<file path="src/hdl/ccrgba_pkg.sv">
// ----------------------------------------------------------------------------
// ccrgba_pkg
// Shared types, constants and helpers for the css color to rgba8 pipeline.
// ----------------------------------------------------------------------------
package ccrgba_pkg;

    // stage 1 up to the stage that feeds the output register
    localparam int PIPE_DEPTH = 9;
    // taps after the rgb scaler (stage 3) up to stage 9
    localparam int RGB_DLY    = 7;

    localparam logic [14:0] PCT_FULL  = 15'd25600;
    localparam logic [13:0] PCT_HALF  = 14'd12800;
    localparam logic [16:0] HUE_TURN  = 17'd92160;
    // multiple of 45 that lifts hue / 2048 above zero
    localparam logic [21:0] HUE_OFS   = 22'd1048590;
    // ceil(2^27 / 45)
    localparam logic [21:0] HUE_RECIP = 22'd2982617;
    // ceil(2^19 / 100)
    localparam logic [12:0] PCT_RECIP = 13'd5243;
    // 25600 * 25600 * 7680 = 2^29 * 9375
    localparam logic [42:0] HSL_DEN   = 43'd5033164800000;
    localparam logic [41:0] HSL_HALF  = 42'd2516582400000;
    // ceil(2^36 / 9375)
    localparam logic [22:0] DEN_RECIP = 23'd7330078;

    typedef enum logic [1:0] {
        SCALE_NUM,
        SCALE_PCT,
        SCALE_UNIT
    } t_scale;

    typedef enum logic [1:0] {
        CH_RED,
        CH_GREEN,
        CH_BLUE
    } t_chan;

    typedef struct packed {
        logic vld;
        logic cmd;
        logic alpha_given;
    } t_ctl;

    // twelfth-turn offset of each channel in 1/256 degree
    function automatic logic [15:0] chan_offset(input t_chan c);
        logic [15:0] v;
        case (c)
            CH_RED:   v = 16'd0;
            CH_GREEN: v = 16'd61440;
            CH_BLUE:  v = 16'd30720;
            default:  v = 16'd0;
        endcase
        return v;
    endfunction

    // clamp a Q23.8 value to 0..100 percent
    function automatic logic [14:0] clamp_pct(input logic signed [31:0] x);
        logic [14:0] v;
        if (x[31]) begin
            v = 15'd0;
        end else if (x > $signed({17'd0, PCT_FULL})) begin
            v = PCT_FULL;
        end else begin
            v = x[14:0];
        end
        return v;
    endfunction

endpackage

</file>
<file path="src/hdl/ccrgba_rgb_chan.sv">
// ----------------------------------------------------------------------------
// ccrgba_rgb_chan
// Scales one number, percentage or unit fraction to a byte, then delays it
// to line up with the hsl channels.
// ----------------------------------------------------------------------------
module ccrgba_rgb_chan
    import ccrgba_pkg::*;
(
    input  logic               i_clk,
    input  logic signed [31:0] i_comp,
    input  t_scale             i_mode,
    output logic        [7:0]  o_byte
);

    logic [15:0] n_cn;
    logic [8:0]  n_cu;
    logic [16:0] n_nb;
    logic [16:0] n_ub;
    logic [7:0]  n_simple;

    logic [7:0]  r_simple1;
    logic [14:0] r_c1;
    t_scale      r_mode1;

    logic [22:0] n_v;
    logic [14:0] r_w2;
    logic [7:0]  r_simple2;
    t_scale      r_mode2;

    logic [26:0] n_q;
    logic [7:0]  r_dly [RGB_DLY];

    always_comb begin
        if (i_comp[31]) begin
            n_cn = 16'd0;
            n_cu = 9'd0;
        end else begin
            n_cn = (i_comp > 32'sd65280) ? 16'd65280 : i_comp[15:0];
            n_cu = (i_comp > 32'sd256) ? 9'd256 : i_comp[8:0];
        end
        n_nb     = 17'(n_cn) + 17'd128;
        n_ub     = {n_cu, 8'd0} - 17'(n_cu) + 17'd128;
        n_simple = (i_mode == SCALE_UNIT) ? n_ub[15:8] : n_nb[15:8];
    end

    assign n_v = {r_c1, 8'd0} - 23'(r_c1) + 23'(PCT_HALF);
    // divide by 100 through the reciprocal
    assign n_q = 27'(r_w2) * 27'(PCT_RECIP);

    always_ff @(posedge i_clk) begin
        r_simple1 <= n_simple;
        r_c1      <= clamp_pct(i_comp);
        r_mode1   <= i_mode;

        r_w2      <= n_v[22:8];
        r_simple2 <= r_simple1;
        r_mode2   <= r_mode1;

        r_dly[0]  <= (r_mode2 == SCALE_PCT) ? n_q[26:19] : r_simple2;
        for (int i = 1; i < RGB_DLY; i++) begin
            r_dly[i] <= r_dly[i-1];
        end
    end

    assign o_byte = r_dly[RGB_DLY-1];

endmodule

</file>
<file path="config.mk">
export PLATFORM = sky130hd
export DESIGN_NAME = ccrgba_rgb_chan
export DESIGN_NICKNAME = d
export VERILOG_FILES = /design/src/hdl/ccrgba_pkg.sv /design/src/hdl/ccrgba_rgb_chan.sv
export SDC_FILE = /design/constraint.sdc
export NUM_CORES = 1
export LEC_CHECK = 0
export BUFFER_PORTS_ARGS = -buffer_cell sky130_fd_sc_hd__buf_4
export CORE_ASPECT_RATIO = 0.6
export CORE_MARGIN = 2
export CORE_UTILIZATION = 25
export CTS_BUF_LIST = sky130_fd_sc_hd__clkbuf_8
export DETAILED_ROUTE_END_ITERATION = 16
export GPL_ROUTABILITY_DRIVEN = 0
export GPL_TIMING_DRIVEN = 0
export PLACE_DENSITY = 0.44
export SLEW_MARGIN = 25
export SYNTH_ARGS = -nofsm -noshare
export SYNTH_HDL_FRONTEND = slang
export SYNTH_SLANG_ARGS = --single-unit
</file>
<file path="constraint.sdc">
create_clock -name i_clk -period 7.6 [get_ports i_clk]
set_input_delay 0.76 -clock i_clk [delete_from_list [all_inputs] [get_ports i_clk]]
set_output_delay 0.76 -clock i_clk [all_outputs]
set_load 0.01 [all_outputs]
</file>
==> results.py <==
metrics = {
    "clock_network": {
        "clk_pin_slew_ns": 0.10,
        "numCtsBuffers": 9,
        "cts_setup_buffers": 0,
        "cts_tree": "yes",
        "clock_path_buffers": 2,
        "root_buffer": "clkbuf_8",
        "cts_sinks": 106,
        "ctsResizeCount": 0,
        "cts_max_level": 3,
        "insertion_delay_ns": 0.39,
        "cts.hold.buffers_added": 0,
    },
    "global_routing": {
        "antenna_found_initial": 0,
        "grt_pass1_wl_um": 25500,
        "grt_max_degree": 19,
        "grt.total_usage": 0.109,
        "grt_overflow_total": 0,
        "grt_pass1_vias": 4752,
    },
    "floorplanning": {
        "start_util": 0.254,
        "io_pins": 43,
        "die_w_um": 224,
        "num_rows": 48,
        "die_h_um": 136,
        "die_area_mm2": 0.0305,
        "core_mm2": 0.0286,
    },
    "finish": {
        "fillers": 3007,
        "regArea_mm2": 0.00212,
        "drive_gt1_frac": 0.101,
        "num-nets-final": 993,
        "synthToLayoutAreaGrowth_pct": 13.6,
        "multi_input_area_mm2": 0.00452,
        "utilization": 0.288,
    },
    "logic_synthesis": {
        "ys_ff_latch": 106,
        "synthCells": 718,
        "syn_area_mm2": 0.00727,
        "syn_avg_cell_area_um2": 10.1,
        "yosysSeqAreaShare": 0.292,
        "synth-edff-count": 0,
        "synth_cell_type_count": 60,
        "ys.flop_type": "dfxtp_1",
        "async_flop_share": 0,
        "syn_nets": 941,
        "synth_warnings": 0,
    },
    "critical_path": {
        "worstPathRequired_ns": 7.88,
        "cp_max_fo": 6,
        "crit_type": "reg -> reg",
        "critPathLaunchType": "flip-flop",
        "arrival_ns": 5.56,
        "cp-end-kind": "flip-flop",
    },
    "detailed_routing": {
        "drt_iter0_drc": 256,
        "detail_route.vias_per_cell": 4.13,
        "ant_nets": 0,
        "wl_per_cell_um": 13.3,
        "wl_um": 15300,
        "vias": 4751,
        "drt_pass1_iterations": 4,
        "drc_errors": 0,
    },
    "place": {
        "dp_hpwl_um": 13300,
        "numPortBuffers": 41,
    },
    "pwr": {
        "p_per_area_mw_per_mm2": 417,
        "vdd_drop_max_uv": 224,
        "leakagePower_nw": 3.95,
    },
    "timing": {
        "relSlewSlack": 0.573,
        "rsz0062_at_grt": "no",
        "period_share": 0.695,
        "fin_skew_ns": 0.00613,
        "setup_viol": 0,
        "tightest_slew_ns": 0.637,
        "fmax_mhz": 189,
        "slew_violations": 0,
        "fin_tns_setup_ns": 0,
        "hold_viol_final": 0,
        "period_needed_ns": 5.28,
    },
    "status": {
        "status": "finished clean",
    },
    "min_path": {
        "hold_path.class": "reg -> reg",
    },
    "job": {
        "max_cap_violations": 0,
    },
}
[logic make-up after synthesis]
group	synth area share
fa+ha+maj	0.394
buf+inv	0.0867
simple gates	0.105
flops	0.292
compound gates	0.0907
xor+xnor	0.0289
mux	0.00327
[where the power goes]
| part | total, mW | internal [mW] | switching [mW] | leakage, nW |
|---|---|---|---|---|
| Clock | 0.363 | 0.165 | 0.198 | 0.105 |
| Combinational | 2.32 | 0.989 | 1.33 | 2.95 |
| Sequential | 0.765 | 0.709 | 0.0558 | 0.889 |
| Total | 3.44 | 1.86 | 1.58 | 3.95 |
[area by class of cell]
class / instances / share of cell area
flip-flops and latches: 106 / 0.257
clock inverters: 6 / 0.00909
diodes: 1 / 0.000303
clock buffers: 10 / 0.0167
plain buffers: 8 / 0.00409
multi-input cells: 445 / 0.547
repair buffers: 41 / 0.0373
inverters: 159 / 0.0722
well taps: 375 / 0.0568
[state kept, by name (all words and copies together), names as in the netlist]
register	count
r_c1	15
r_dly	56
r_mode1	2
r_mode2	2
r_simple1	8
r_simple2	8
r_w2	15
[metal layers]
| metal | vias to the layer above | share of wire | GRT usage |
|---|---|---|---|
| met5 | - | 0 | 0 |
| met4 | 0 | 0.0066 | 0.0178 |
| met3 | 10 | 0.053 | 0.0277 |
| met2 | 93 | 0.31 | 0.126 |
| met1 | 2186 | 0.63 | 0.190 |
| li1 | 2462 | - | - |
[synthesized netlist by cell type (11+ instances only)]
cell type,number,area [µm²]
inv_1,159,597
ha_1,120,1500
dfxtp_1,106,2120
fa_1,68,1360
nor2_1,37,139
nand2_1,22,82.6
o21ai_0,22,110
xnor2_1,20,175
nand3_1,15,75.1
a21oi_1,13,65.1
and2_1,13,81.3
nor3_1,11,55.1
[worst max-delay path, stage by stage, from the launching register on]
cell      delay (ns)
dfxtp_1         0.62
ha_1            0.36
fa_1            0.59
fa_1            0.43
ha_1            0.33
inv_1           0.07
fa_1            0.53
inv_1           0.04
ha_1            0.30
a21oi_1         0.29
nand2_1         0.16
a311oi_1        0.60
o41ai_2         0.27
a21o_1          0.24
a211oi_1        0.21
o21ai_0         0.11
[worst paths after layout]
kind / startpoint / end / slack [ns] / cells after the start
worst max-delay path: r_w2[9]$_DFF_P_ / r_dly[0][5]$_DFF_P_ / 2.32 / 15
worst min-delay path: r_dly[4][0]$_DFF_P_ / r_dly[5][0]$_DFF_P_ / 0.33 / 0
worst max register to register: r_w2[9]$_DFF_P_ / r_dly[0][5]$_DFF_P_ / 2.32 / 15
worst min register to register: r_dly[4][0]$_DFF_P_ / r_dly[5][0]$_DFF_P_ / 0.33 / 0
[metrics by stage]
step	cells	hold slack, ns	power (mW)	setup WS [ns]	cell area, µm²
after CTS	1150	0.333	3.51	2.24	8260
after global placement	1134	0.311	3.12	2.22	8050
final	1151	0.330	3.44	2.32	8260
after global routing	1150	0.336	3.94	2.00	8260
after floorplan	718	0.310	2.47	2.87	7270
after detailed placement	1134	0.312	3.12	2.27	8050
[cells in the final DEF, fill, tap and decap left out, types with 3 or more instances in the layout]
cell | netlist | layout
and4_1 | 3 | 3
dfxtp_1 | 106 | 106
nand2b_1 | 5 | 5
o21ai_0 | 22 | 22
fa_1 | 68 | 68
nor2_1 | 37 | 37
a211o_1 | 6 | 6
nor4_1 | 10 | 10
xor2_1 | 4 | 4
nand2_1 | 22 | 22
buf_4 | 1 | 42
inv_1 | 159 | 159
nor3_1 | 11 | 11
ha_1 | 120 | 120
a31oi_1 | 6 | 6
o211ai_1 | 4 | 4
clkinv_4 | 0 | 3
a21oi_1 | 13 | 13
clkbuf_8 | 0 | 10
or2_2 | 3 | 3
a211oi_1 | 4 | 4
nor3b_1 | 4 | 4
o2111ai_1 | 3 | 3
nand4_1 | 5 | 5
and2_1 | 13 | 13
clkbuf_1 | 7 | 7
nand3_1 | 15 | 15
or3_1 | 3 | 3
a21o_1 | 4 | 4
xnor2_1 | 20 | 20
Note: power is estimated with default switching activity, not from simulation.
