$ cat src/hdl/ccrgba_pkg.sv
// ----------------------------------------------------------------------------
// ccrgba_pkg
// Shared types, constants and helpers for the css color to rgba8 pipeline.
// ----------------------------------------------------------------------------
package ccrgba_pkg;

    // stage 1 up to the stage that feeds the output register
    localparam int PIPE_DEPTH = 9;
    // taps after the rgb scaler (stage 3) up to stage 9
    localparam int RGB_DLY    = 7;

    localparam logic [14:0] PCT_FULL  = 15'd25600;
    localparam logic [13:0] PCT_HALF  = 14'd12800;
    localparam logic [16:0] HUE_TURN  = 17'd92160;
    // multiple of 45 that lifts hue / 2048 above zero
    localparam logic [21:0] HUE_OFS   = 22'd1048590;
    // ceil(2^27 / 45)
    localparam logic [21:0] HUE_RECIP = 22'd2982617;
    // ceil(2^19 / 100)
    localparam logic [12:0] PCT_RECIP = 13'd5243;
    // 25600 * 25600 * 7680 = 2^29 * 9375
    localparam logic [42:0] HSL_DEN   = 43'd5033164800000;
    localparam logic [41:0] HSL_HALF  = 42'd2516582400000;
    // ceil(2^36 / 9375)
    localparam logic [22:0] DEN_RECIP = 23'd7330078;

    typedef enum logic [1:0] {
        SCALE_NUM,
        SCALE_PCT,
        SCALE_UNIT
    } t_scale;

    typedef enum logic [1:0] {
        CH_RED,
        CH_GREEN,
        CH_BLUE
    } t_chan;

    typedef struct packed {
        logic vld;
        logic cmd;
        logic alpha_given;
    } t_ctl;

    // twelfth-turn offset of each channel in 1/256 degree
    function automatic logic [15:0] chan_offset(input t_chan c);
        logic [15:0] v;
        case (c)
            CH_RED:   v = 16'd0;
            CH_GREEN: v = 16'd61440;
            CH_BLUE:  v = 16'd30720;
            default:  v = 16'd0;
        endcase
        return v;
    endfunction

    // clamp a Q23.8 value to 0..100 percent
    function automatic logic [14:0] clamp_pct(input logic signed [31:0] x);
        logic [14:0] v;
        if (x[31]) begin
            v = 15'd0;
        end else if (x > $signed({17'd0, PCT_FULL})) begin
            v = PCT_FULL;
        end else begin
            v = x[14:0];
        end
        return v;
    endfunction

endpackage

$ cat src/hdl/ccrgba_hsl_chan.sv
// ----------------------------------------------------------------------------
// ccrgba_hsl_chan
// One hsl channel: twelfth-turn ramp, lightness mix and rounding to a byte,
// stages 4 to 9.
// ----------------------------------------------------------------------------
module ccrgba_hsl_chan
    import ccrgba_pkg::*;
(
    input  logic        i_clk,
    input  t_chan       i_chan,
    input  logic [16:0] i_hue,
    input  logic [14:0] i_sat,
    input  logic [14:0] i_lit,
    output logic [7:0]  o_byte
);

    logic        [17:0] n_ksum;
    logic        [16:0] n_k;
    logic signed [18:0] n_m0;
    logic signed [18:0] n_t0;
    logic signed [18:0] n_mm;
    logic signed [13:0] n_m;
    logic        [13:0] n_mn;

    logic signed [13:0] r_m4;
    logic        [13:0] r_mn4;
    logic        [14:0] r_sat4;
    logic        [14:0] r_lit4;

    logic        [28:0] r_a5;
    logic        [23:0] r_lk5;
    logic signed [13:0] r_m5;

    logic signed [43:0] r_am6;
    logic        [23:0] r_lk6;

    logic signed [43:0] n_num;
    logic        [42:0] r_num7;

    logic        [50:0] n_v;
    logic        [21:0] r_w8;

    logic        [44:0] n_p;
    logic        [7:0]  r_byte9;

    always_comb begin
        n_ksum = 18'(i_hue) + 18'(chan_offset(i_chan));
        n_k    = (n_ksum >= 18'(HUE_TURN)) ? 17'(n_ksum - 18'(HUE_TURN)) : 17'(n_ksum);
        n_m0   = $signed({2'b00, n_k}) - 19'sd23040;
        n_t0   = 19'sd69120 - $signed({2'b00, n_k});
        n_mm   = (n_t0 < n_m0) ? n_t0 : n_m0;
        if (n_mm > 19'sd7680) begin
            n_m = 14'sd7680;
        end else if (n_mm < -19'sd7680) begin
            n_m = -14'sd7680;
        end else begin
            n_m = 14'(n_mm);
        end
        n_mn = (i_lit <= 15'(PCT_HALF)) ? 14'(i_lit) : 14'(PCT_FULL - i_lit);
    end

    // l * 25600 * 7680 is lk << 19
    assign n_num = $signed({1'b0, r_lk6, 19'd0}) - r_am6;
    assign n_v   = {r_num7, 8'd0} - 51'(r_num7) + 51'(HSL_HALF);
    assign n_p   = 45'(r_w8) * 45'(DEN_RECIP);

    always_ff @(posedge i_clk) begin
        r_m4   <= n_m;
        r_mn4  <= n_mn;
        r_sat4 <= i_sat;
        r_lit4 <= i_lit;

        r_a5   <= 29'(r_sat4) * 29'(r_mn4);
        r_lk5  <= 24'(r_lit4) * 24'd375;
        r_m5   <= r_m4;

        r_am6  <= $signed({15'd0, r_a5}) * 44'(r_m5);
        r_lk6  <= r_lk5;

        if (n_num[43]) begin
            r_num7 <= 43'd0;
        end else if (n_num[42:0] > HSL_DEN) begin
            r_num7 <= HSL_DEN;
        end else begin
            r_num7 <= n_num[42:0];
        end

        r_w8    <= n_v[50:29];
        r_byte9 <= n_p[43:36];
    end

    assign o_byte = r_byte9;

endmodule

$ cat config.mk
export PLATFORM = sky130hd
export DESIGN_NAME = ccrgba_hsl_chan
export DESIGN_NICKNAME = d
export VERILOG_FILES = /design/src/hdl/ccrgba_pkg.sv /design/src/hdl/ccrgba_hsl_chan.sv
export SDC_FILE = /design/constraint.sdc
export NUM_CORES = 2
export LEC_CHECK = 0
export ABC_AREA = 1
export BUFFER_PORTS_ARGS = -buffer_cell sky130_fd_sc_hd__buf_2
export CELL_PAD_IN_SITES_DETAIL_PLACEMENT = 1
export CELL_PAD_IN_SITES_GLOBAL_PLACEMENT = 1
export CORE_MARGIN = 5
export CORE_UTILIZATION = 40
export DETAILED_ROUTE_END_ITERATION = 10
export PLACE_DENSITY = 0.71
export SYNTH_ARGS = -nofsm -noshare
export SYNTH_HDL_FRONTEND = slang
export SYNTH_SLANG_ARGS = --single-unit
export TNS_END_PERCENT = 5
$ cat constraint.sdc
create_clock -name i_clk -period 6.8 [get_ports i_clk]
set_input_delay 0.68 -clock i_clk [delete_from_list [all_inputs] [get_ports i_clk]]
set_output_delay 0.68 -clock i_clk [all_outputs]
set_load 0.02 [all_outputs]
==> results.json <==
{
  "filler_cell_count": 13652,
  "synth_nets": 6881,
  "start_util_pct": 40.3,
  "crit_chain": "nand2_1 -> fa_1 -> inv_1 -> fa_1 -> inv_1 -> fa_1 -> inv_1 -> fa_1 -> fa_1 -> fa_1 -> ha_1 -> a21oi_1 -> inv_1 -> a221oi_2 -> o21ai_0 -> a21oi_2 -> nor2_1 -> nor2_1 -> inv_1 -> nand2_1 -> nand2_1 -> a21oi_1 -> xor2_2",
  "clk_path_buf_depth": 3,
  "drc": 0,
  "crit_top_cell": "fa_1",
  "chipWidth_um": 346,
  "yosys.cell_types.count": 64,
  "cp_num_buf_inv": 5,
  "dpl_cell_area_mm2": 0.0473,
  "io_buffers": 57,
  "antenna_found_initial": 0,
  "synth_edf_count": 0,
  "syn2layout_area_growth_pct": 7.42,
  "ctsHoldBuffers": 0,
  "required_ns": 7.26,
  "status": "finished, final reports clean",
  "setup_viol": 0,
  "synth_async_sr_flop_share_pct": 0,
  "synth_area_leader_cell": "fa_1",
  "io_pins": 58,
  "drive_gt1_share_pct": 6.83,
  "vias": 34815,
  "tightest_slew_ns": 0.892,
  "crit_type": "reg2reg",
  "multi_input_area_mm2": 0.0341,
  "yosys-top-cells-area": "fa_1, ha_1, dfxtp_1, inv_1, nand2_1",
  "synth_top_area_share_pct": 32.8,
  "nets": 6919,
  "max_freq_ghz": 0.155,
  "drt-initial-drc-count": 1398,
  "fin_crit_ns": 6.43,
  "vias_per_cell": 4.93,
  "dp_hpwl_mm": 110,
  "core_area_mm2": 0.112,
  "slowest_stage": "dfxtp_2",
  "grt_pass1_wl_mm": 209,
  "antenna_cells": 0,
  "hold_path_class": "in2reg",
  "die_h_um": 346,
  "place.gp.congestion": 0.912,
  "root_buffer": "clkbuf_16",
  "cts.sinks": 265,
  "num_rows": 123,
  "grt.total_usage_pct": 21.5,
  "totalWireLength_mm": 127,
  "startpoint_type": "flip-flop",
  "grt_max_degree": 36,
  "yosysMostFrequentCell": "inv_1",
  "fin_crit_sh_pct": 94.6,
  "synthFlopType": "dfxtp_1",
  "gr-total-overflow": 0,
  "crit_fanout": 14,
  "ys_ff_latch": 265,
  "yosys-top-cells-count": "inv_1, nand2_1, fa_1",
  "cts_buffers": 36,
  "syn-cell-area_mm2": 0.0452,
  "finClkSkew_ns": 0.0342,
  "htree_levels": 2,
  "antenna_left": 0,
  "clkLatencyLatePin_ns": 0.61,
  "finalHoldViolCount": 0,
  "wl_per_cell_um": 18.0,
  "drt-pass1-iter-count": 5,
  "slew_violations": 0,
  "grt_pass1_vias": 38712,
  "maxCapViolations": 0,
  "cpPeakStageDelay_ns": 0.57,
  "arrival_ns": 6.89,
  "cpLargestDelayFamily": "adder cells",
  "path_clk_slew_ns": 0.06,
  "ys_warn_count": 0,
  "timing.slew.headroom_pct": 40.5,
  "regArea_mm2": 0.00533,
  "syn_inst": 5501,
  "cts_tree": "done",
  "final_area_mm2": 0.0486,
  "design.die.area_mm2": 0.120,
  "synth.yosys.seq_area_share_pct": 11.7,
  "setup_tns_ns": 0,
  "syn_area_per_cell_um2": 8.22,
  "end_kind": "flip-flop"
}
==> cell families (layout without fill, tap and decap cells) <==
logic type,Yosys count,after routing,share of synthesized area (%)
and+or+nand+nor,1678,1678,16.3
adders and majority gates,1330,1330,49.1
buffers and inverters,1544,1610,13.0
DFF,265,265,11.7
AOI/OAI and AO/OA,502,502,6.28
xor gates and xnor gates,182,182,3.62
==> area by class of cell <==
class                   instances  share of cell area, %
clock inverters                21                  0.518
repair buffers                106                   1.40
well taps                    1500                   3.86
repair inverters                1                 0.0103
flip-flops and latches        265                   11.0
clock buffers                  45                   1.99
inverters                    1437                   11.1
multi-input cells            3692                   70.1
==> state kept, by name (all words and copies together) (netlist names) <==
register and count:
r_a5 29, r_w8 22, r_sat4 15, o_byte 8, r_am6 44, r_mn4 13
r_m4 14, r_num7 43, r_lit4 15, r_m5 14, r_lk6 24, r_lk5 24
==> final timing paths <==
| path | start | end | slack [ns] | cells after the start |
|---|---|---|---|---|
| min | i_sat[11] | r_sat4[11]$_DFF_P_ | 0.17 | 1 |
| max | r_sat4[6]$_DFF_P_ | r_a5[25]$_DFF_P_ | 0.37 | 23 |
| min reg2reg | r_m4[8]$_SDFF_PP0_ | r_m5[8]$_DFF_P_ | 0.32 | 0 |
| max reg2reg | r_sat4[6]$_DFF_P_ | r_a5[25]$_DFF_P_ | 0.37 | 23 |
==> worst register-to-register path, delay by kind of cell (launching register included) <==
kind | cells | cell delay [ns]
adders and majority gates | 7 | 3.29
and+or+nand+nor | 5 | 0.58
AOI/OAI and AO/OA | 5 | 1.18
xor gates and xnor gates | 1 | 0.34
DFF | 1 | 0.57
buffers and inverters | 5 | 0.33
==> routing by layer <==
| layer | GRT usage, % | wire length (um) |
|---|---|---|
| met5 | 0 | 0 |
| met4 | 5.22 | 3110 |
| met3 | 2.11 | 3890 |
| met2 | 38.3 | 63800 |
| met1 | 28.2 | 56400 |
==> placed cells by master, fill, tap and decap left out, types with 36 or more instances in the layout <==
master / n
dfxtp_1: 247
fa_1: 741
nor2_1: 264
buf_2: 57
a21oi_1: 239
buf_4: 47
a31oi_1: 36
xor2_1: 117
clkbuf_16: 36
o21ai_0: 123
xnor2_1: 58
ha_1: 589
inv_1: 1408
nand2_1: 1052
nand3_1: 113
==> stage by stage <==
step	util (%)	hold slack [ns]	std cells	setup slack [ns]
2_1_floorplan	-	0.310	5501	0.957
3_3_place_gp	42.1	0.311	6998	-0.185
3_5_place_dp	42.1	0.313	6998	-0.234
4_1_cts	43.2	0.113	7064	0.00300
5_1_grt	43.2	0.128	7067	-0.0336
6_report	43.2	0.171	7067	0.367
==> what timing repair did <==
item	in CTS	in global routing
resized for setup	15	8
cloned	0	1
setup endpoints to repair	1	3
setup buffers	0	2
Power is left out: the tool's default activity adds up to more than one toggle a clock period on the data nets, which glitch-free logic cannot reach.
