## src/hdl/ccrgba_pkg.sv

```systemverilog
// ----------------------------------------------------------------------------
// ccrgba_pkg
// Shared types, constants and helpers for the css color to rgba8 pipeline.
// ----------------------------------------------------------------------------
package ccrgba_pkg;

    // stage 1 up to the stage that feeds the output register
    localparam int PIPE_DEPTH = 9;
    // taps after the rgb scaler (stage 3) up to stage 9
    localparam int RGB_DLY    = 7;

    localparam logic [14:0] PCT_FULL  = 15'd25600;
    localparam logic [13:0] PCT_HALF  = 14'd12800;
    localparam logic [16:0] HUE_TURN  = 17'd92160;
    // multiple of 45 that lifts hue / 2048 above zero
    localparam logic [21:0] HUE_OFS   = 22'd1048590;
    // ceil(2^27 / 45)
    localparam logic [21:0] HUE_RECIP = 22'd2982617;
    // ceil(2^19 / 100)
    localparam logic [12:0] PCT_RECIP = 13'd5243;
    // 25600 * 25600 * 7680 = 2^29 * 9375
    localparam logic [42:0] HSL_DEN   = 43'd5033164800000;
    localparam logic [41:0] HSL_HALF  = 42'd2516582400000;
    // ceil(2^36 / 9375)
    localparam logic [22:0] DEN_RECIP = 23'd7330078;

    typedef enum logic [1:0] {
        SCALE_NUM,
        SCALE_PCT,
        SCALE_UNIT
    } t_scale;

    typedef enum logic [1:0] {
        CH_RED,
        CH_GREEN,
        CH_BLUE
    } t_chan;

    typedef struct packed {
        logic vld;
        logic cmd;
        logic alpha_given;
    } t_ctl;

    // twelfth-turn offset of each channel in 1/256 degree
    function automatic logic [15:0] chan_offset(input t_chan c);
        logic [15:0] v;
        case (c)
            CH_RED:   v = 16'd0;
            CH_GREEN: v = 16'd61440;
            CH_BLUE:  v = 16'd30720;
            default:  v = 16'd0;
        endcase
        return v;
    endfunction

    // clamp a Q23.8 value to 0..100 percent
    function automatic logic [14:0] clamp_pct(input logic signed [31:0] x);
        logic [14:0] v;
        if (x[31]) begin
            v = 15'd0;
        end else if (x > $signed({17'd0, PCT_FULL})) begin
            v = PCT_FULL;
        end else begin
            v = x[14:0];
        end
        return v;
    endfunction

endpackage

```

## src/hdl/ccrgba_hue_red.sv

```systemverilog
// ----------------------------------------------------------------------------
// ccrgba_hue_red
// Reduces the hue mod 360 degrees and clamps saturation and lightness,
// stages 1 to 3.
// ----------------------------------------------------------------------------
module ccrgba_hue_red
    import ccrgba_pkg::*;
(
    input  logic               i_clk,
    input  logic signed [31:0] i_first_component,
    input  logic signed [31:0] i_second_component,
    input  logic signed [31:0] i_third_component,
    output logic        [16:0] o_hue,
    output logic        [14:0] o_sat,
    output logic        [14:0] o_lit
);

    logic [21:0] n_u;
    logic [21:0] r_u1;
    logic [10:0] r_low1;
    logic [14:0] r_sat1;
    logic [14:0] r_lit1;

    logic [43:0] n_prod;
    logic [16:0] r_q2;
    logic [21:0] r_u2;
    logic [10:0] r_low2;
    logic [14:0] r_sat2;
    logic [14:0] r_lit2;

    logic [21:0] n_rem;
    logic [16:0] r_hue3;
    logic [14:0] r_sat3;
    logic [14:0] r_lit3;

    // floor(hue / 2048) lifted positive, low 11 bits ride along
    assign n_u    = 22'(23'($signed(i_first_component[31:11])) + 23'(HUE_OFS));
    assign n_prod = 44'(r_u1) * 44'(HUE_RECIP);
    assign n_rem  = r_u2 - 22'(22'(r_q2) * 22'd45);

    always_ff @(posedge i_clk) begin
        r_u1   <= n_u;
        r_low1 <= i_first_component[10:0];
        r_sat1 <= clamp_pct(i_second_component);
        r_lit1 <= clamp_pct(i_third_component);

        r_q2   <= n_prod[43:27];
        r_u2   <= r_u1;
        r_low2 <= r_low1;
        r_sat2 <= r_sat1;
        r_lit2 <= r_lit1;

        r_hue3 <= {n_rem[5:0], r_low2};
        r_sat3 <= r_sat2;
        r_lit3 <= r_lit2;
    end

    assign o_hue = r_hue3;
    assign o_sat = r_sat3;
    assign o_lit = r_lit3;

endmodule

```

## config.mk

```make
export PLATFORM = sky130hd
export DESIGN_NAME = ccrgba_hue_red
export DESIGN_NICKNAME = d
export VERILOG_FILES = /design/src/hdl/ccrgba_pkg.sv /design/src/hdl/ccrgba_hue_red.sv
export SDC_FILE = /design/constraint.sdc
export NUM_CORES = 1
export LEC_CHECK = 0
export BUFFER_PORTS_ARGS = -buffer_cell sky130_fd_sc_hd__buf_2
export CAP_MARGIN = 20
export CORE_MARGIN = 3
export CORE_UTILIZATION = 50
export CTS_BUF_LIST = sky130_fd_sc_hd__clkbuf_2 sky130_fd_sc_hd__clkbuf_4 sky130_fd_sc_hd__clkbuf_8
export CTS_CLUSTER_DIAMETER = 100
export DETAILED_ROUTE_END_ITERATION = 8
export GPL_TIMING_DRIVEN = 1
export PLACE_DENSITY = 0.71
export SETUP_SLACK_MARGIN = 0.2
export SYNTH_ARGS = -nofsm -noshare
export SYNTH_HDL_FRONTEND = slang
export SYNTH_SLANG_ARGS = --single-unit
```

## constraint.sdc

```tcl
create_clock -name i_clk -period 11.35 [get_ports i_clk]
set_input_delay 0.5675 -clock i_clk [delete_from_list [all_inputs] [get_ports i_clk]]
set_output_delay 0.5675 -clock i_clk [all_outputs]
set_load 0.01 [all_outputs]
```

==> out/results.tsv, run 1 <==
stage	metric	value	unit
status	status	completed	
timing	drv_slew	0	
placement	dp_cells	1428	
timing	post-route-min-period	5.896	ns
yosys	yosysTopAreaCellShare	0.3013	
cells_and_area	n_antenna_cell	0	
clock_tree	cts_inserted_buffers	17	
yosys	ys_types	45	
cells_and_area	syn2layout_area_growth	13.72	%
drt	dr.pass1.iters	5	
timing	setup_viol	0	
placement	port_buffers	143	
timing	final_hold_viol_count	0	
placement	dp_slack	5.531	ns
clock_tree	cts_sinks	163	
setup_path	cp_max_fo	9	
yosys	yosys.area.top_type	dfxtp_1	
global_route	grt_pass1_wl	37.63	mm
placement	placed_area	11870	µm²
yosys	ys_seq_area_frac	0.3013	
die	num_rows	53	
clock_tree	cts.clk_slew.worst_paths	0.12	ns
setup_path	worst-setup-path-type	reg2reg	
setup_path	cp-startpoint	r_u1[1]	
setup_path	required	11.71	ns
setup_path	cp-endpoint	r_q2[5]	
setup_path	crit_arrival	6.26	ns
drt	drt_iter0_markers	376	
yosys	yosys_warnings	0	
die	initial_core_util	0.5120	
timing	maxSlewHeadroom	0.5911	
timing	tightestPinTransition	0.6093	ns
clock_tree	cts_tree	built	
cells_and_area	multi_input_area	6590	µm²
timing	finalCritPeriodShare	0.5194	
clock_tree	cts_resized	0	
drt	antenna_left	0	
timing	clock_skew	0.02160	ns
timing	tns	0	ns
die	dieArea	23470	µm²
cells_and_area	fillers	1803	
yosys	synthFlopType	dfxtp_1	
clock_tree	postCtsSetupRepairBufs	0	
cells_and_area	final_cell_count_no_fill	1461	
global_route	grt_pass1_vias	7537	
worst_hold_path	hold_path_class	in2reg	
cells_and_area	nets	1564	
die	chipHeight	153.2	µm
cells_and_area	regArea	3263	µm²
die	num_io_pins	144	
clock_tree	cts-root-buf	clkbuf_8	
setup_path	r2r.worst_path.cells	17	
global_route	grt_use_total	0.2029	
setup_path	regToRegSetupSlack	5.45	ns
drt	dr_total_vias	7049	
die	core_area	21150	µm²
cells_and_area	drive_gt1_frac	0.1551	
setup_path	critPathCaptureType	flip-flop	
timing	rsz0062_at_grt	no	
cells_and_area	final_cell_area	12320	µm²
yosys	synth_edf_count	0	
clock_tree	cts_max_level	4	
yosys	syn-cell-area	10830	µm²
drt	routedWlPerCell	15.58	µm
drt	wl	22.77	mm
clock_tree	clkLatencyLatePin	0.47	ns
global_route	grt_max_degree	20	
yosys	synth.area.top_cells	dfxtp_1, fa_1, ha_1	
yosys	synthArstFlopShare	0	
clock_tree	clockBufferDepth	2	
placement	gp_congestion	0.9458	
setup_path	r2r_start	r_u1[1]	
timing	fin_ws	5.454	ns
yosys	syn_avg_cell_area	10.67	µm²
global_route	antenna_found_initial	0	
drt	remaining_drc_errors	0	
yosys	netlist_instances	1015	
setup_path	reg2reg_to	r_q2[5]	
global_route	grt_overflow_total	0	
setup_path	setup.worst_path.start_class	flip-flop	
placement	hpwl	19.52	mm
die	fp.dieW	153.2	µm
timing	fmax	169.6	MHz
yosys	syn-num-nets	1406	
yosys	ys_ff_latch	163	
drt	viasPerCell	4.825	
flow_run	cap_violations	0	
clock_tree	hold_buffers	0	
kinds of logic (layout without fill, tap and decap cells):
family,count (synthesis),after routing,synth area share
simple gates,137,137,0.06780
buf+inv,260,431,0.09033
compound gates,83,83,0.05348
fa+ha+maj,294,294,0.4228
xor+xnor,78,78,0.06434
flops,163,163,0.3013
cells in the final DEF, fill, tap and decap left out, types with 13 or more instances in the layout:
cell      instances
nor2_1           25
ha_1            174
nand2_1          23
xor2_1           35
xnor2_1          42
a21o_1           13
inv_1           255
a21oi_1          26
fa_1            120
clkbuf_8         17
buf_2           143
dfxtp_1         163
and2_1           34
metrics by stage:
stage / utilization / hold WS [ns]
after global routing: 0.5823 / 0.1606
after floorplan: - / 0.3096
after CTS: 0.5821 / 0.1512
after detailed placement: 0.5611 / 0.3121
after global placement: 0.5611 / 0.3096
final: 0.5823 / 0.2049
sequential cells by signal, indices dropped and copies added, names as in the netlist:
signal / flops
o_lit: 15
r_lit2: 15
r_low2: 11
r_q2: 6
r_low1: 11
o_sat: 15
r_u1: 22
r_sat2: 15
r_u2: 6
o_hue: 17
r_lit1: 15
r_sat1: 15
critical path, stage by stage, from the launching register on:
cell      delay (ns)
dfxtp_1         0.58
ha_1            0.37
xor2_1          0.27
ha_1            0.31
fa_1            0.56
fa_1            0.53
fa_1            0.51
fa_1            0.54
inv_1           0.05
fa_1            0.52
inv_1           0.04
ha_1            0.30
and3_1          0.25
nand4_1         0.16
nand2b_1        0.19
o211ai_1        0.25
nand2_1         0.11
o311ai_1        0.26
final cells by class:
| class | instances | area share |
|---|---|---|
| timing repair buffer | 144 | 0.05851 |
| clock buffer | 17 | 0.01899 |
| tap | 275 | 0.02793 |
| clock inverter | 15 | 0.01696 |
| sequential | 163 | 0.2649 |
| inverter | 255 | 0.07770 |
| multi-input combinational | 592 | 0.5350 |
cell usage after synthesis (3+ instances only):
| cell | n |
|---|---|
| nor3_1 | 3 |
| nand2_1 | 23 |
| a21oi_1 | 26 |
| nand4_1 | 7 |
| and2_1 | 34 |
| nor2_1 | 25 |
| a31oi_1 | 4 |
| clkbuf_1 | 3 |
| xnor2_1 | 42 |
| inv_1 | 255 |
| nand3_1 | 11 |
| nand2b_1 | 9 |
| fa_1 | 120 |
| nor4_1 | 12 |
| o21ai_0 | 7 |
| a211oi_1 | 4 |
| xor2_1 | 35 |
| a21o_1 | 13 |
| ha_1 | 174 |
| o21a_1 | 6 |
| dfxtp_1 | 163 |
| and3_1 | 5 |
| o211ai_1 | 5 |
worst min-delay path by stage:
stage,to,slack [ns],cells after the start,startpoint
final,r_low1[10],0.20,1,i_first_component[10]
after global routing,r_low1[10],0.16,1,i_first_component[10]
after CTS,r_low1[10],0.15,1,i_first_component[10]
after detailed placement,o_lit[1],0.31,0,r_lit2[1]
after global placement,o_hue[3],0.31,0,r_low2[3]
after floorplan,o_hue[0],0.31,0,r_low2[0]
layer usage:
| layer | routed length, µm | track usage | share of wire | vias to the layer above |
|---|---|---|---|---|
| li1 | - | - | - | 3482 |
| met5 | 0 | 0 | 0 | - |
| met3 | 1475 | 0.04445 | 0.065 | 34 |
| met1 | 10020 | 0.2643 | 0.44 | 3362 |
| met2 | 10770 | 0.3405 | 0.47 | 171 |
| met4 | 509 | 0.06152 | 0.022 | 0 |
Power of run 1 is not shown: default switching activity piles up to over one toggle a cycle in this logic, so the estimate is an artifact.
==> inputs of run 2 (changes only) <==
clock period = 6.1 ns   (was 11.35 ns; I/O delays follow)
==> run 2 against run 1 <==
Effect of this change: maximum frequency is 4.9% higher; register-to-register slack worse by 5.0 ns; clock skew fell by 0.0071 ns; critical path depth increased by 2; global-route usage rose by 0.16 points; cell count grew 1.4%; clock-buffer cell count unchanged; via count is 0.99% higher; utilization up 1.1 points; hold slack lost 0.18 ns; die area unchanged; routed wire length up 0.35%.
==> out/results.tsv, run 2 (synthesis results as in run 1) <==
stage	metric	value	unit	change
global_route	grt_overflow_total	0		unchanged
die	core_area	21150	µm²	unchanged
setup_path	setup.worst_path.start_class	flip-flop		
drt	drt_iter0_markers	313		-17%
timing	post-route-min-period	5.621	ns	-0.2743 ns
placement	placed_area	11920	µm²	+0.44%
clock_tree	clockBufferDepth	2		unchanged
drt	dr_total_vias	7119		+0.99%
die	num_rows	53		unchanged
placement	dp_cells	1435		+0.49%
cells_and_area	n_antenna_cell	0		unchanged
global_route	grt_pass1_vias	7577		+0.53%
cells_and_area	regMostFlops	r_u1		
timing	finalCritPeriodShare	0.9216		+0.4021
timing	drv_slew	0		unchanged
clock_tree	cts-root-buf	clkbuf_8		
cells_and_area	final_common_cell	inv_1		
setup_path	critPathCaptureType	flip-flop		
timing	setup_viol	0		unchanged
placement	port_buffers	143		unchanged
timing	clock_skew	0.01454	ns	-0.007064 ns
die	dieArea	23470	µm²	unchanged
cells_and_area	nets	1585		+1.3%
timing	tightestPinTransition	0.4383	ns	-0.1710 ns
die	fp.dieW	153.2	µm	unchanged
cells_and_area	final_cell_area	12550	µm²	+1.9%
clock_tree	cts_inserted_buffers	17		unchanged
timing	fmax	177.9	MHz	+4.9%
drt	wl	22.85	mm	+0.35%
flow_run	cap_violations	0		unchanged
placement	hpwl	19.25	mm	-1.4%
clock_tree	clkLatencyLatePin	0.46	ns	about the same
drt	routedWlPerCell	15.42	µm	-1.1%
timing	maxSlewHeadroom	0.7054		+0.1143
clock_tree	cts_max_level	4		unchanged
drt	remaining_drc_errors	0		unchanged
setup_path	required	6.49	ns	-5.22 ns
setup_path	cp_max_fo	7		-2
global_route	antenna_found_initial	0		unchanged
global_route	grt_use_total	0.2046		+0.001628
drt	antenna_left	0		unchanged
die	initial_core_util	0.5120		unchanged
clock_tree	cts_sinks	163		unchanged
cells_and_area	layout_common_cells	inv_1, ha_1, dfxtp_1		
global_route	grt_pass1_wl	37.83	mm	+0.53%
drt	dr.pass1.iters	5		unchanged
timing	tns	0	ns	unchanged
clock_tree	cts.clk_slew.worst_paths	0.11	ns	about the same
timing	final_hold_viol_count	0		unchanged
cells_and_area	largest_reg_flops	22		unchanged
die	num_io_pins	144		unchanged
setup_path	crit_arrival	6.02	ns	-0.24 ns
clock_tree	cts_tree	built		
status	status	completed		
setup_path	worst-setup-path-type	reg2reg		
cells_and_area	fillers	1765		-2.1%
cells_and_area	multi_input_area	6624	µm²	+0.51%
die	chipHeight	153.2	µm	unchanged
timing	rsz0062_at_grt	no		
global_route	grt_max_degree	20		unchanged
clock_tree	postCtsSetupRepairBufs	0		unchanged
placement	gp_congestion	0.9378		-0.85%
cells_and_area	regArea	3272	µm²	+0.27%
cells_and_area	syn2layout_area_growth	15.86	%	
cells_and_area	final_cell_count_no_fill	1482		+1.4%
cells_and_area	drive_gt1_frac	0.1707		+0.01553
drt	viasPerCell	4.804		-0.44%
worst_hold_path	hold_path_class	in2reg		
## run 2: cell type report
type	instances	area share
Multi-Input combinational cell	592	0.5278
Sequential cell	163	0.2607
Inverter	255	0.07627
Timing Repair Buffer	165	0.07278
Tap cell	275	0.02742
Clock buffer	17	0.01864
Clock inverter	15	0.01635
## run 2: per-stage QoR
step                      hold WS (ns)  setup WS (ns)    util
after detailed placement        0.3121         0.3343  0.5636
after CTS                    0.0006758         0.2680  0.5910
after global placement          0.3097         0.4412  0.5636
final                          0.02989         0.4785  0.5932
after global routing           0.01054         0.2060  0.5932
after floorplan                 0.3096         0.7434       -
## run 2: critical path, stage by stage (launching register included)
cell      delay (ns)
dfxtp_1         0.52
ha_1            0.35
xor2_1          0.17
ha_1            0.19
a21oi_1         0.26
fa_1            0.47
inv_1           0.08
ha_1            0.25
fa_1            0.47
fa_1            0.55
inv_1           0.05
fa_1            0.52
inv_1           0.04
ha_1            0.32
a21oi_2         0.16
o22ai_2         0.11
o311ai_4        0.27
o211ai_2        0.15
or4_1           0.51
nand3_1         0.09
## run 2: timing repair
item,CTS,global route
resized for setup,0,15
hold buffers,14,0
endpoints found under the setup margin,0,4
endpoints found under the hold margin,15,0
## run 2: final timing paths
kind                                            start  endpoint  slack, ns  cells after the start
worst max-delay path                         r_u1[10]   r_q2[4]       0.48                     19
worst min-delay path            i_first_component[17]   r_u1[6]       0.03                      2
worst max register to register               r_u1[10]   r_q2[4]       0.48                     19
worst min register to register              r_sat2[4]  o_sat[4]       0.32                      0
## run 2: routing by layer
metal	vias up	part of all wire	global-route usage
li1	3521	-	-
met4	0	0.031	0.07340
met1	3358	0.44	0.2642
met2	197	0.48	0.3431
met3	43	0.050	0.04105
met5	-	0	0
Power of run 2 is left out for the same reason.
==> inputs of run 3 (changes only) <==
PLACE_DENSITY = 0.74   (was 0.71)
SETUP_SLACK_MARGIN = 0.5   (was 0.2)
==> run 3 against run 2 <==
Effect of this change: register-to-register slack gained 0.16 ns; utilization rose by 2.1 points; sequential cell count unchanged; cell area grew 3.5%; non-clock buffer count is 15 higher; hold slack improved by 0.0076 ns.
==> out/results.tsv, run 3 (synthesis results as in run 1) <==
stage	metric	value	unit	change
drt	dr_total_vias	7304		+2.6%
setup_path	required	6.43	ns	-0.06 ns
die	chipHeight	153.2	µm	unchanged
cells_and_area	drive_gt1_frac	0.2177		+0.04700
global_route	antenna_found_initial	0		unchanged
die	initial_core_util	0.5120		unchanged
clock_tree	clockBufferDepth	2		unchanged
global_route	grt_pass1_wl	38.22	mm	+1.0%
timing	finalCritPeriodShare	0.8951		-0.02642
die	fp.dieW	153.2	µm	unchanged
global_route	grt_pass1_vias	7746		+2.2%
placement	hpwl	19.18	mm	-0.40%
timing	clock_skew	0.01604	ns	+0.001503 ns
clock_tree	cts_sinks	163		unchanged
global_route	grt_overflow_total	0		unchanged
placement	dp_slack	0.3355	ns	+0.001228 ns
setup_path	crit_arrival	5.79	ns	-0.23 ns
setup_path	critPathCaptureType	flip-flop		
drt	remaining_drc_errors	0		unchanged
global_route	grt_max_degree	17		-15%
clock_tree	clkLatencyLatePin	0.45	ns	about the same
setup_path	regToRegSetupSlack	0.64	ns	+0.16 ns
global_route	met3_usage	0.04162		+0.0005663
clock_tree	cts.clk_slew.worst_paths	0.10	ns	about the same
timing	post-route-min-period	5.460	ns	-0.1611 ns
global_route	grt_use_total	0.2049		+0.0003600
global_route	grt_busiest_layer	met2		
timing	fmax	183.1	MHz	+3.0%
drt	routedWlPerCell	15.75	µm	+2.2%
setup_path	setup.worst_path.start_class	flip-flop		
worst_hold_path	hold_path_class	in2reg		
timing	timing.hold.ws	0.03744	ns	+0.007552 ns
timing	fin_ws	0.6397	ns	+0.1611 ns
clock_tree	cts_tree	built		
setup_path	cp_max_fo	5		-2
drt	viasPerCell	4.879		+1.6%
cells_and_area	largest_reg_flops	22		unchanged
clock_tree	cts_inserted_buffers	17		unchanged
clock_tree	cts-root-buf	clkbuf_8		
cells_and_area	regMostFlops	r_u1		
timing	maxSlewHeadroom	0.6518		-0.05358
clock_tree	cts_max_level	4		unchanged
timing	setup_viol	0		unchanged
timing	tightestPinTransition	0.5188	ns	+0.08050 ns
timing	final_hold_viol_count	0		unchanged
status	status	completed		
drt	antenna_left	0		unchanged
drt	wl	23.58	mm	+3.2%
cells_and_area	syn2layout_area_growth	19.95	%	
global_route	use_met1	0.2672		+0.003053
placement	gp_congestion	0.9356		-0.23%
global_route	gr-usage-met2	0.3399		-0.003147
setup_path	worst-setup-path-type	reg2reg		
placement	port_buffers	143		unchanged
drt	dr.pass1.iters	5		unchanged
cells_and_area	n_antenna_cell	0		unchanged
die	dieArea	23470	µm²	unchanged
cells_and_area	layout_common_cells	inv_1, ha_1, dfxtp_1		
cells_and_area	nets	1600		+0.95%
timing	rsz0062_at_grt	no		
cells_and_area	final_common_cell	inv_1		
die	core_area	21150	µm²	unchanged
die	num_rows	53		unchanged
timing	tns	0	ns	unchanged
die	num_io_pins	144		unchanged
flow_run	cap_violations	0		unchanged
drt	drt_iter0_markers	424		+35%
timing	drv_slew	0		unchanged
## run 3: cell types whose count changed in the layout (fill, tap and decap cells not counted), sizes merged
| cell | previous run | this run |
|---|---|---|
| inv | 262 | 261 |
| dlygate4sd3 | 14 | 13 |
| buf | 151 | 166 |
| clkinv | 7 | 4 |
| clkinvlp | 0 | 1 |
| clkbuf | 17 | 20 |
| bufinv | 1 | 2 |
## run 3: worst paths after layout
kind                         start        end  depth (start not counted)
min          i_first_component[20]    r_u1[9]                          2
min reg2reg              r_low1[9]  r_low2[9]                          0
max reg2reg               r_u1[12]    r_q2[5]                         19
max                       r_u1[12]    r_q2[5]                         19
## run 3: area by class of cell
type,instances,area (µm²)
clock inverter,13,167.7
tap,275,344.1
multi-input combinational,592,6915
timing repair buffer,180,1039
sequential,163,3321
fill,1692,8162
clock buffer,19,249.0
inverter,255,957.2
## run 3: repair_timing
action,in CTS,in global routing
pin swaps,1,18
hold endpoints to repair,13,0
gates resized for setup,18,68
endpoints found under the setup margin,4,5
hold buffers,13,0
gates cloned,0,0
setup buffers,0,17
## run 3: metrics by stage
stage / instances / cell area [µm²] / util
CTS: 1479 / 12500 / 0.5908
global route: 1497 / 12990 / 0.6142
floorplan: 1015 / 10830 / -
global placement: 1434 / 11920 / 0.5633
finish: 1497 / 12990 / 0.6142
detailed placement: 1434 / 11920 / 0.5633
## run 3: routing by layer
metal	vias to the layer above	share of wire
met5	-	0
met4	0	0.033
met3	41	0.044
met2	220	0.49
met1	3492	0.43
li1	3551	-
## run 3: critical path, cell delays in order (launching register included)
cell      delay [ns]
dfxtp_4         0.38
ha_2            0.23
fa_1            0.53
inv_1           0.05
fa_1            0.50
inv_1           0.05
fa_1            0.46
fa_1            0.51
fa_1            0.54
inv_1           0.05
fa_1            0.52
inv_1           0.06
ha_4            0.27
and3_4          0.21
nand4_1         0.12
nand2b_4        0.17
o211ai_1        0.27
buf_4           0.16
a21o_1          0.13
o311ai_2        0.10
Power of run 3 is left out for the same reason.
